File: src/rtl/vtbt_pkg.sv
// ----------------------------------------------------------------------------
// vtbt_pkg
// Shared types and codes for the volume table block translator.
// ----------------------------------------------------------------------------
`default_nettype none

package vtbt_pkg;

   localparam int VOL_IDX_W  = 4;
   localparam int BLOCK_W    = 16;
   localparam int START_CYL_W = 10;
   localparam int SEC_W      = 4;
   localparam int COUNT_W    = 16;
   localparam int KIND_W     = 2;
   localparam int STATUS_W   = 3;
   localparam int CYL_W      = 13;
   localparam int SLOT_W     = 3;

   localparam int MAX_VOLUMES_DEF = 8;
   localparam int SEC_PER_CYL_DEF = 16;

   localparam logic OP_CREATE    = 1'b0;
   localparam logic OP_TRANSLATE = 1'b1;

   localparam logic [KIND_W-1:0] KIND_NONE = 2'd0;

   localparam logic [STATUS_W-1:0] ST_OK        = 3'd0;
   localparam logic [STATUS_W-1:0] ST_BAD_INDEX = 3'd1;
   localparam logic [STATUS_W-1:0] ST_UNUSED    = 3'd2;
   localparam logic [STATUS_W-1:0] ST_RANGE     = 3'd3;
   localparam logic [STATUS_W-1:0] ST_FULL      = 3'd4;

   typedef struct packed {
      logic                   op;
      logic [VOL_IDX_W-1:0]   vol_index;
      logic [BLOCK_W-1:0]     block_number;
      logic [START_CYL_W-1:0] start_cylinder;
      logic [SEC_W-1:0]       start_sector;
      logic [COUNT_W-1:0]     sector_count;
      logic [KIND_W-1:0]      vol_kind;
   } req_type;

   typedef struct packed {
      logic [STATUS_W-1:0] status;
      logic [CYL_W-1:0]    cylinder;
      logic [SEC_W-1:0]    sector;
      logic [SLOT_W-1:0]   slot;
   } rsp_type;

   typedef struct packed {
      logic [KIND_W-1:0]      kind;
      logic [START_CYL_W-1:0] cyl;
      logic [SEC_W-1:0]       sec;
      logic [COUNT_W-1:0]     count;
   } entry_type;

   typedef struct packed {
      logic                 idx_ok;
      entry_type            entry;
      logic                 free_found;
      logic [VOL_IDX_W-1:0] free_slot;
   } tbl_view_type;

endpackage

`default_nettype wire

File: src/rtl/vtbt_table.sv
// ----------------------------------------------------------------------------
// vtbt_table
// Volume descriptor table: free-slot search, entry lookup and create write.
// ----------------------------------------------------------------------------
`default_nettype none

module vtbt_table
   import vtbt_pkg::*;
#(
   parameter int MAX_VOLUMES = MAX_VOLUMES_DEF
) (
   input  wire logic         clock,
   input  wire logic         reset,
   input  wire req_type      req,
   input  wire logic         fire,
   output tbl_view_type      view
);

   localparam int IDX_W = (MAX_VOLUMES > 1) ? $clog2(MAX_VOLUMES) : 1;

   entry_type table_ff [MAX_VOLUMES];
   entry_type new_entry;
   logic      wr_en;

   always_comb begin
      view.free_found = 1'b0;
      view.free_slot  = '0;
      for (int i = MAX_VOLUMES - 1; i >= 0; i--) begin
         if (table_ff[i].kind == KIND_NONE) begin
            view.free_found = 1'b1;
            view.free_slot  = VOL_IDX_W'(i);
         end
      end
      view.idx_ok = ({1'b0, req.vol_index} < (VOL_IDX_W + 1)'(MAX_VOLUMES));
      view.entry  = view.idx_ok ? table_ff[req.vol_index[IDX_W-1:0]] : '0;
   end

   always_comb begin
      new_entry.kind  = req.vol_kind;
      new_entry.cyl   = req.start_cylinder;
      new_entry.sec   = req.start_sector;
      new_entry.count = req.sector_count;
      wr_en = fire && (req.op == OP_CREATE) && view.free_found;
   end

   always_ff @(posedge clock) begin
      if (reset) begin
         for (int i = 0; i < MAX_VOLUMES; i++) begin
            table_ff[i] <= '0;
         end
      end else if (wr_en) begin
         table_ff[view.free_slot[IDX_W-1:0]] <= new_entry;
      end
   end

endmodule

`default_nettype wire

File: src/rtl/vtbt_xlate.sv
// ----------------------------------------------------------------------------
// vtbt_xlate
// Status checks and block to cylinder/sector arithmetic for one transaction.
// ----------------------------------------------------------------------------
`default_nettype none

module vtbt_xlate
   import vtbt_pkg::*;
#(
   parameter int SECTORS_PER_CYLINDER = SEC_PER_CYL_DEF
) (
   input  wire req_type      req,
   input  wire tbl_view_type view,
   output rsp_type           rsp
);

   localparam int SUM_W   = BLOCK_W + 1;
   localparam int QUO_W   = SUM_W - 1;
   localparam int DIV_LOG = $clog2(SECTORS_PER_CYLINDER);
   localparam int SHIFT   = SUM_W + DIV_LOG;
   localparam int RCP_W   = SUM_W + 1;
   localparam int PROD_W  = SHIFT + QUO_W;
   localparam logic [63:0] RCP_WIDE =
      ((64'd1 << SHIFT) + 64'(SECTORS_PER_CYLINDER) - 64'd1) / 64'(SECTORS_PER_CYLINDER);
   localparam logic [RCP_W-1:0] RCP = RCP_WIDE[RCP_W-1:0];

   logic [SUM_W-1:0]  sum;
   logic [PROD_W-1:0] prod;
   logic [QUO_W-1:0]  quo;
   logic [SUM_W-1:0]  rem;
   logic [CYL_W-1:0]  cyl_sum;

   always_comb begin
      sum     = SUM_W'(view.entry.sec) + SUM_W'(req.block_number);
      prod    = PROD_W'(sum) * PROD_W'(RCP);
      quo     = prod[SHIFT +: QUO_W];
      rem     = sum - SUM_W'(SUM_W'(quo) * SUM_W'(SECTORS_PER_CYLINDER));
      cyl_sum = CYL_W'(view.entry.cyl) + quo[CYL_W-1:0];
   end

   always_comb begin
      rsp = '0;
      unique case (req.op)
         OP_CREATE: begin
            if (view.free_found) begin
               rsp.status = ST_OK;
               rsp.slot   = view.free_slot[SLOT_W-1:0];
            end else begin
               rsp.status = ST_FULL;
            end
         end
         OP_TRANSLATE: begin
            if (!view.idx_ok) begin
               rsp.status = ST_BAD_INDEX;
            end else if (view.entry.kind == KIND_NONE) begin
               rsp.status = ST_UNUSED;
            end else if (req.block_number >= view.entry.count) begin
               rsp.status = ST_RANGE;
            end else begin
               rsp.status   = ST_OK;
               rsp.cylinder = cyl_sum;
               rsp.sector   = rem[SEC_W-1:0];
            end
         end
         default: rsp = '0;
      endcase
   end

endmodule

`default_nettype wire

File: src/rtl/volume_table_block_translate.sv
// ----------------------------------------------------------------------------
// volume_table_block_translate
// Volume table with create and block to cylinder/sector translation.
// ----------------------------------------------------------------------------
// Usage:
//   req_* carries one create or translate transaction per valid/ready
//   handshake; rsp_* returns exactly one result per request, in order.
//   A request is held in an input register; the table lookup, free-slot
//   search and translation arithmetic run combinationally into the
//   result register, and a create updates the table on the edge that
//   loads the result, so the next request already sees the new entry.
//   Throughput: one transaction per cycle unless rsp_ready stalls it, set
//   by the single result register and the table read/write path.
//   Reset clears the valid flags of both pipeline registers and sets every
//   table entry to kind none with zero fields.
//   When rsp_ready is low the result holds; one more request can wait in
//   the input register, after which req_ready drops until the result leaves.
// ----------------------------------------------------------------------------
`default_nettype none

module volume_table_block_translate
   import vtbt_pkg::*;
#(
   parameter int MAX_VOLUMES          = MAX_VOLUMES_DEF,
   parameter int SECTORS_PER_CYLINDER = SEC_PER_CYL_DEF
) (
   input  wire logic    clock,
   input  wire logic    reset,
   input  wire logic    req_valid,
   output logic         req_ready,
   input  wire req_type req_data,
   output logic         rsp_valid,
   input  wire logic    rsp_ready,
   output rsp_type      rsp_data
);

   req_type      req_ff;
   req_type      req_in;
   logic         req_vld_ff;
   logic         req_vld_in;
   rsp_type      rsp_ff;
   rsp_type      rsp_in;
   logic         rsp_vld_ff;
   logic         rsp_vld_in;
   logic         advance;
   tbl_view_type view;
   rsp_type      result;

   vtbt_table #(
      .MAX_VOLUMES (MAX_VOLUMES)
   ) u_table (
      .clock (clock),
      .reset (reset),
      .req   (req_ff),
      .fire  (advance),
      .view  (view)
   );

   vtbt_xlate #(
      .SECTORS_PER_CYLINDER (SECTORS_PER_CYLINDER)
   ) u_xlate (
      .req  (req_ff),
      .view (view),
      .rsp  (result)
   );

   always_comb begin
      advance    = req_vld_ff && (!rsp_vld_ff || rsp_ready);
      req_ready  = !req_vld_ff || advance;
      req_vld_in = req_valid || (req_vld_ff && !advance);
      req_in     = (req_valid && req_ready) ? req_data : req_ff;
      rsp_vld_in = advance || (rsp_vld_ff && !rsp_ready);
      rsp_in     = advance ? result : rsp_ff;
   end

   always_ff @(posedge clock) begin
      if (reset) begin
         req_vld_ff <= 1'b0;
         rsp_vld_ff <= 1'b0;
      end else begin
         req_vld_ff <= req_ready ? req_valid : req_vld_in;
         rsp_vld_ff <= rsp_vld_in;
      end
   end

   always_ff @(posedge clock) begin
      req_ff <= req_in;
      rsp_ff <= rsp_in;
   end

   assign rsp_valid = rsp_vld_ff;
   assign rsp_data  = rsp_ff;

   // hold a request that cannot advance
   assert property (@(posedge clock) disable iff (reset)
      req_vld_ff && !advance |=> req_vld_ff && $stable(req_ff))
      else $error("pending request changed while stalled");

   assert property (@(posedge clock) disable iff (reset)
      advance |=> rsp_vld_ff)
      else $error("advanced transaction produced no result");

   assert property (@(posedge clock) disable iff (reset)
      rsp_vld_ff && rsp_ff.status != ST_OK |->
         rsp_ff.cylinder == '0 && rsp_ff.sector == '0 && rsp_ff.slot == '0)
      else $error("error result carries nonzero fields");

   assert property (@(posedge clock) disable iff (reset)
      rsp_vld_ff |-> rsp_ff.status <= ST_FULL &&
         32'(rsp_ff.sector) < 32'(SECTORS_PER_CYLINDER))
      else $error("result status or sector out of range");

endmodule

`default_nettype wire

File: config.mk
export PLATFORM = sky130hd
export DESIGN_NAME = volume_table_block_translate
export DESIGN_NICKNAME = d
export VERILOG_FILES = /design/src/rtl/vtbt_pkg.sv /design/src/rtl/vtbt_table.sv /design/src/rtl/vtbt_xlate.sv /design/src/rtl/volume_table_block_translate.sv
export SDC_FILE = /design/constraint.sdc
export NUM_CORES = 1
export LEC_CHECK = 0
export BUFFER_PORTS_ARGS = -buffer_cell sky130_fd_sc_hd__buf_2
export CORE_MARGIN = 4
export CORE_UTILIZATION = 50
export CTS_BUF_LIST = sky130_fd_sc_hd__clkbuf_4 sky130_fd_sc_hd__clkbuf_8
export CTS_CLUSTER_SIZE = 40
export DETAILED_ROUTE_END_ITERATION = 8
export PLACE_DENSITY = 0.67
export SLEW_MARGIN = 20
export SYNTH_ARGS = -nofsm -noshare
export SYNTH_HDL_FRONTEND = slang
export SYNTH_SLANG_ARGS = --single-unit
File: constraint.sdc
create_clock -name clock -period 6.2 [get_ports clock]
set_clock_uncertainty 0.15 [all_clocks]
set_input_delay 0 -clock clock [delete_from_list [all_inputs] [get_ports clock]]
set_output_delay 0 -clock clock [all_outputs]
set_load 0.1 [all_outputs]
=== Word-level counts from Yosys, hierarchy flattened ===
Memory sizes are Yosys's and may differ from the RTL's. A register that Yosys moved wholly into a read port is not among the register bits.
Cells that the tools add are included.

* Bits in read-only memories: 0
* Bits in writable memories: 256
* Bits in latches: 0
* Memories kept: 1
* Input port bits: 57
* Register bits after elaboration: 78

* Muxes and demuxes: 24
* $add $sub $neg: 3
* Divide/modulo/power cells: 0
* Reductions and logical operators: 26
* Order comparisons: 2
* Shift operators: 0
* Multipliers: 0
* Equality and inequality tests: 0
* Bitwise gates (word level): 3

{| class="wikitable"
|+ Memories
! memory !! depth !! bits a word !! read ports !! clocked after Yosys merged registers in !! wr ports !! line !! source
|-
| u_table.table_ff || 8 || 32 || 9 || 1 || 8 || vtbt_table.sv:21 || <nowiki>entry_type table_ff [MAX_VOLUMES];</nowiki>
|}

{| class="wikitable"
|+ Operators by type and width
! operator !! count
|-
| $mux 32 || 2
|-
| $mux 5 || 8
|-
| $reduce_or 32->1 || 1
|-
| $logic_not 2->1 || 9
|-
| $add 4x16->17 || 1
|-
| $ge 16x16->1 || 1
|-
| $mux 3 || 5
|-
| $add 10x13->13 || 1
|-
| $mux 1 || 7
|-
| $logic_and 1x1->1 || 6
|-
| $pmux 3 s2 || 1
|-
| $logic_not 1->1 || 4
|-
| $logic_or 1x1->1 || 4
|-
| $lt 4x4->1 const B || 1
|-
| $reduce_or 4->1 || 1
|-
| $sub 4x1->4 const B || 1
|-
| $not 1->1 || 3
|-
| $mux 2 || 1
|-
| $reduce_or 2->1 || 1
|}

=== Logic depth before layout (Yosys ltp) ===
An unclocked memory read counts as a cell.

* Word-level depth: 16
* Gate-level depth with buffers: 19

=== Hierarchy ===
From an unflattened synthesis, not the netlist that was laid out.

* Cells, all modules: 1063
* Area total of the unflattened synthesis: 15622.5 sq um

{| class="wikitable"
|+ By module, submodules not included
! module !! cells each !! times used !! area each (sq um)
|-
| vtbt_table || 785 || 1 || 11802.6
|-
| volume_table_block_translate || 86 || 1 || 2386.0
|-
| vtbt_xlate || 192 || 1 || 1433.9
|}

=== Least setup slack after synthesis ===
Ideal clock, no wire load.

* Path type: register to register
* From: reg (tool-made name)
* To: reg rsp_ff (netlist bit rsp_data[17]), data pin
* Path slack: 1572 ps
* Data arrival time: 4337 ps
* Clock period less this slack: 4628 ps
* Cell stages (with the launch flop): 19
* Required time: 5910 ps
* Path buffers: 3
* Cell sequence: dfxtp_1 > buf_6 > buf_2 > buf_2 > mux4_2 > mux2i_1 > nor2_1 > ha_1 > a211o_1 > a21oi_1 > nand4b_1 > xnor2_1 > ha_1 > o21a_1 > o31a_1 > o31a_1 > o31a_1 > a211o_1 > a21oi_2

{| class="wikitable"
|+ RTL lines
! item !! line !! source
|-
| end signal: assignment || volume_table_block_translate.sv:88 || <nowiki>rsp_ff <= rsp_in;</nowiki>
|-
| end: declaration || volume_table_block_translate.sv:41 || <nowiki>rsp_type rsp_ff;</nowiki>
|}

==> impl_metrics.json <==
{
  "fin_crit_ns": 4.76,
  "final_cell_mix": "edfxtp_1 (332), and2_1 (257), dlygate4sd3_1 (112), buf_2 (81), mux4_2 (62)",
  "fp.dieW_um": 184,
  "die-area_sq_um": 33700,
  "first_iter_violations": 889,
  "worst_ep_required_time_ns": 6.47,
  "crit_buf_inv": 3,
  "worst_hold_slack_ns": 0.117,
  "insertion_delay_ns": 0.60,
  "path_class": "flip-flop to flip-flop",
  "coreArea_sq_um": 30500,
  "finalSetupViolations": 0,
  "netlist_area_sq_um": 15400,
  "avgSynthCellArea_sq_um": 15.4,
  "numCtsBuffers": 56,
  "finalCritPeriodShare_pct": 76.8,
  "initial_core_util_pct": 50.6,
  "tightest_slew_ns": 1.12,
  "power_frac_comb_pct": 10.4,
  "hp-class": "primary input to flip-flop",
  "syn_nets": 1092,
  "outcome": "completed",
  "grt_setup_unrepaired": "no",
  "seq_power_share_pct": 52.4,
  "peakVddDrop_v": 0.000153,
  "tns_ns": 0,
  "chipHeight_um": 184,
  "crit_family": "compound AO/OA/AOI/OAI gates",
  "ys.flop_type": "edfxtp_1",
  "synth_edf_count": 332,
  "antenna_found_initial": 0,
  "cts_root_buf": "clkbuf_8",
  "ys_warn_count": 0,
  "layout-drive-gt1-share_pct": 23.2,
  "portBuffers": 81,
  "slowest_stage": "mux4_2",
  "power_density_nw_per_um2": 276,
  "final_common_cell": "edfxtp_1",
  "post_cts_resized": 0,
  "dp.cells": 1446,
  "ys_seq_area_share_pct": 65.3,
  "grt_pass1_vias": 9309,
  "cp_data_arrival_time_ns": 5.03,
  "finalMaxSlewViolations": 0,
  "place_area_sq_um": 16300,
  "drc": 0,
  "synth.distinct_cells": 51,
  "tritoncts": "done",
  "power.leakage_nw": 7.00,
  "swShare_pct": 24.5,
  "cts_sinks": 337,
  "htreeDepth": 2,
  "start_kind": "flip-flop",
  "max-cap-violations": 0,
  "final_cells": 1659,
  "grt_start_max_net_pins": 35,
  "vias": 9179,
  "finalHoldViolCount": 0,
  "synth-async-reset-ratio_pct": 0,
  "p_switching_mw": 1.25,
  "clk_pin_slew_ns": 0.06,
  "max_stage_delay_ns": 0.56,
  "yosys_register_bits": 337,
  "grt_usage_pct": 21.8,
  "via_per_inst": 5.53,
  "internal_power_mw": 3.84,
  "syn-instance-count": 1003,
  "path_cells": "buf_4, buf_4, mux4_2, mux2i_1, nor2_1, ha_1, inv_1, fa_1, nor2b_1, o31a_1, o31a_1, o31a_1, a211o_1, a21oi_2",
  "crit_path_max_fanout": 26,
  "post_drt_wl_per_cell_um": 21.8,
  "fmax_mhz": 210,
  "finish.instance_area_sq_um": 18400,
  "dr.pass1.iters": 5,
  "place.gp.congestion": 0.843,
  "fp-row-count": 64,
  "clockBufferDepth": 3,
  "critPathMostFrequentCell": "o31a_1",
  "antenna_cells": 0,
  "grt_pass1_wl_um": 55500,
  "ioPinCount": 82,
  "wirelength_um": 36100,
  "slew_headroom_pct": 25.2,
  "fin_nets": 1309,
  "final_antenna_net_count": 0,
  "place_hpwl_um": 20100,
  "overflow": 0,
  "ctsHoldBuffers": 112,
  "cts_setup_buffers": 0,
  "cp-end-kind": "flip-flop",
  "clkPwrFrac_pct": 37.2,
  "area_growth_pct": 19.5
}
## stage by stage
step	total power [mW]	utilization (%)	setup slack, ns
6_report	5.09	60.5	1.44
5_1_grt	5.29	60.5	1.11
4_1_cts	5.12	60.5	1.39
3_5_place_dp	3.19	53.3	1.41
3_3_place_gp	3.18	53.3	1.48
2_1_floorplan	3.03	-	1.57
## layer usage
metal / GRT usage, % / share of wire, % / vias to the layer above
li1: - / - / 4173
met5: 0 / 0 / -
met2: 34.2 / 46 / 338
met1: 32.1 / 45 / 4606
met4: 5.87 / 2.1 / 0
met3: 3.52 / 7.0 / 62
## power by group through the flow
| stage | Sequential, mW | Clock, mW | Combinational, mW |
|---|---|---|---|
| after floorplan | 2.73 | 0 | 0.303 |
| after global placement | 2.71 | 0 | 0.469 |
| after detailed placement | 2.72 | 0 | 0.474 |
| after CTS | 2.67 | 1.92 | 0.529 |
| after global routing | 2.68 | 2.04 | 0.573 |
| final | 2.67 | 1.89 | 0.529 |
## layout make-up
cell class / count / area (sq um)
multi-input combinational: 605 / 5130
fill: 2274 / 12100
tap: 396 / 495
clock buffer: 77 / 935
inverter: 13 / 48.8
clock inverter: 24 / 130
timing repair buffer: 207 / 1630
sequential: 337 / 10100
## state kept, by name, summed over array words and instances (netlist names), named ones only
signal / flops
req_ff: 53
req_vld_ff: 1
u_table.table_ff: 256
rsp_data: 23
rsp_valid: 1
## cells in the mapped netlist, types with 3 or more instances
cell type,number,area (sq um)
a21oi_2,5,43.8
nor3_1,7,35.0
xor2_1,7,61.3
a21oi_1,15,75.1
clkbuf_1,31,116
nand2_1,20,75.1
and3_1,4,25.0
nor2_2,8,50.1
nor2_1,38,143
buf_2,7,35.0
mux2i_1,29,290
nand4_1,6,37.5
nor4_1,3,18.8
or2_2,24,150
mux2_2,3,33.8
buf_6,3,33.8
edfxtp_1,332,9970
o31a_1,3,26.3
ha_1,30,375
nand2b_1,5,31.3
nand3_1,3,15.0
dfxtp_1,5,100
xnor2_1,8,70.1
mux4_2,62,1400
buf_1,4,15.0
clkbuf_2,3,15.0
nor3_2,4,40.0
o22ai_1,3,18.8
a211oi_1,6,45.0
nor2b_1,6,37.5
o21a_1,5,37.5
a211o_1,5,43.8
and2_1,257,1610
inv_1,13,48.8
a21o_1,7,52.6
o21ai_0,13,65.1
## worst reg2reg max path: stages (launching register included)
cell and delay, ns:
dfxtp_4 0.54, buf_4 0.53, buf_4 0.56, mux4_2 0.57, mux2i_1 0.33, nor2_1 0.08
ha_1 0.24, inv_1 0.07, fa_1 0.18, nor2b_1 0.08, o31a_1 0.28, o31a_1 0.25
o31a_1 0.32, a211o_1 0.29, a21oi_2 0.14
## final timing paths
kind,start,endpoint,slack (ns),cells after the start
hold reg to reg,req_vld_ff,rsp_valid,0.38,2
setup reg to reg,flip-flop,rsp_data[17],1.44,14
setup / recovery,flip-flop,rsp_data[17],1.44,14
hold / removal,rsp_ready,rsp_valid,0.12,5
## kinds of logic after synthesis
group / synth area share, %
AOI/OAI and AO/OA: 3.19
xor gates and xnor gates: 0.851
buffers and inverters: 1.71
and+or+nand+nor: 15.1
muxes: 11.2
adders and majority gates: 2.69
DFF: 65.3
(Power assumes the default switching activity.)
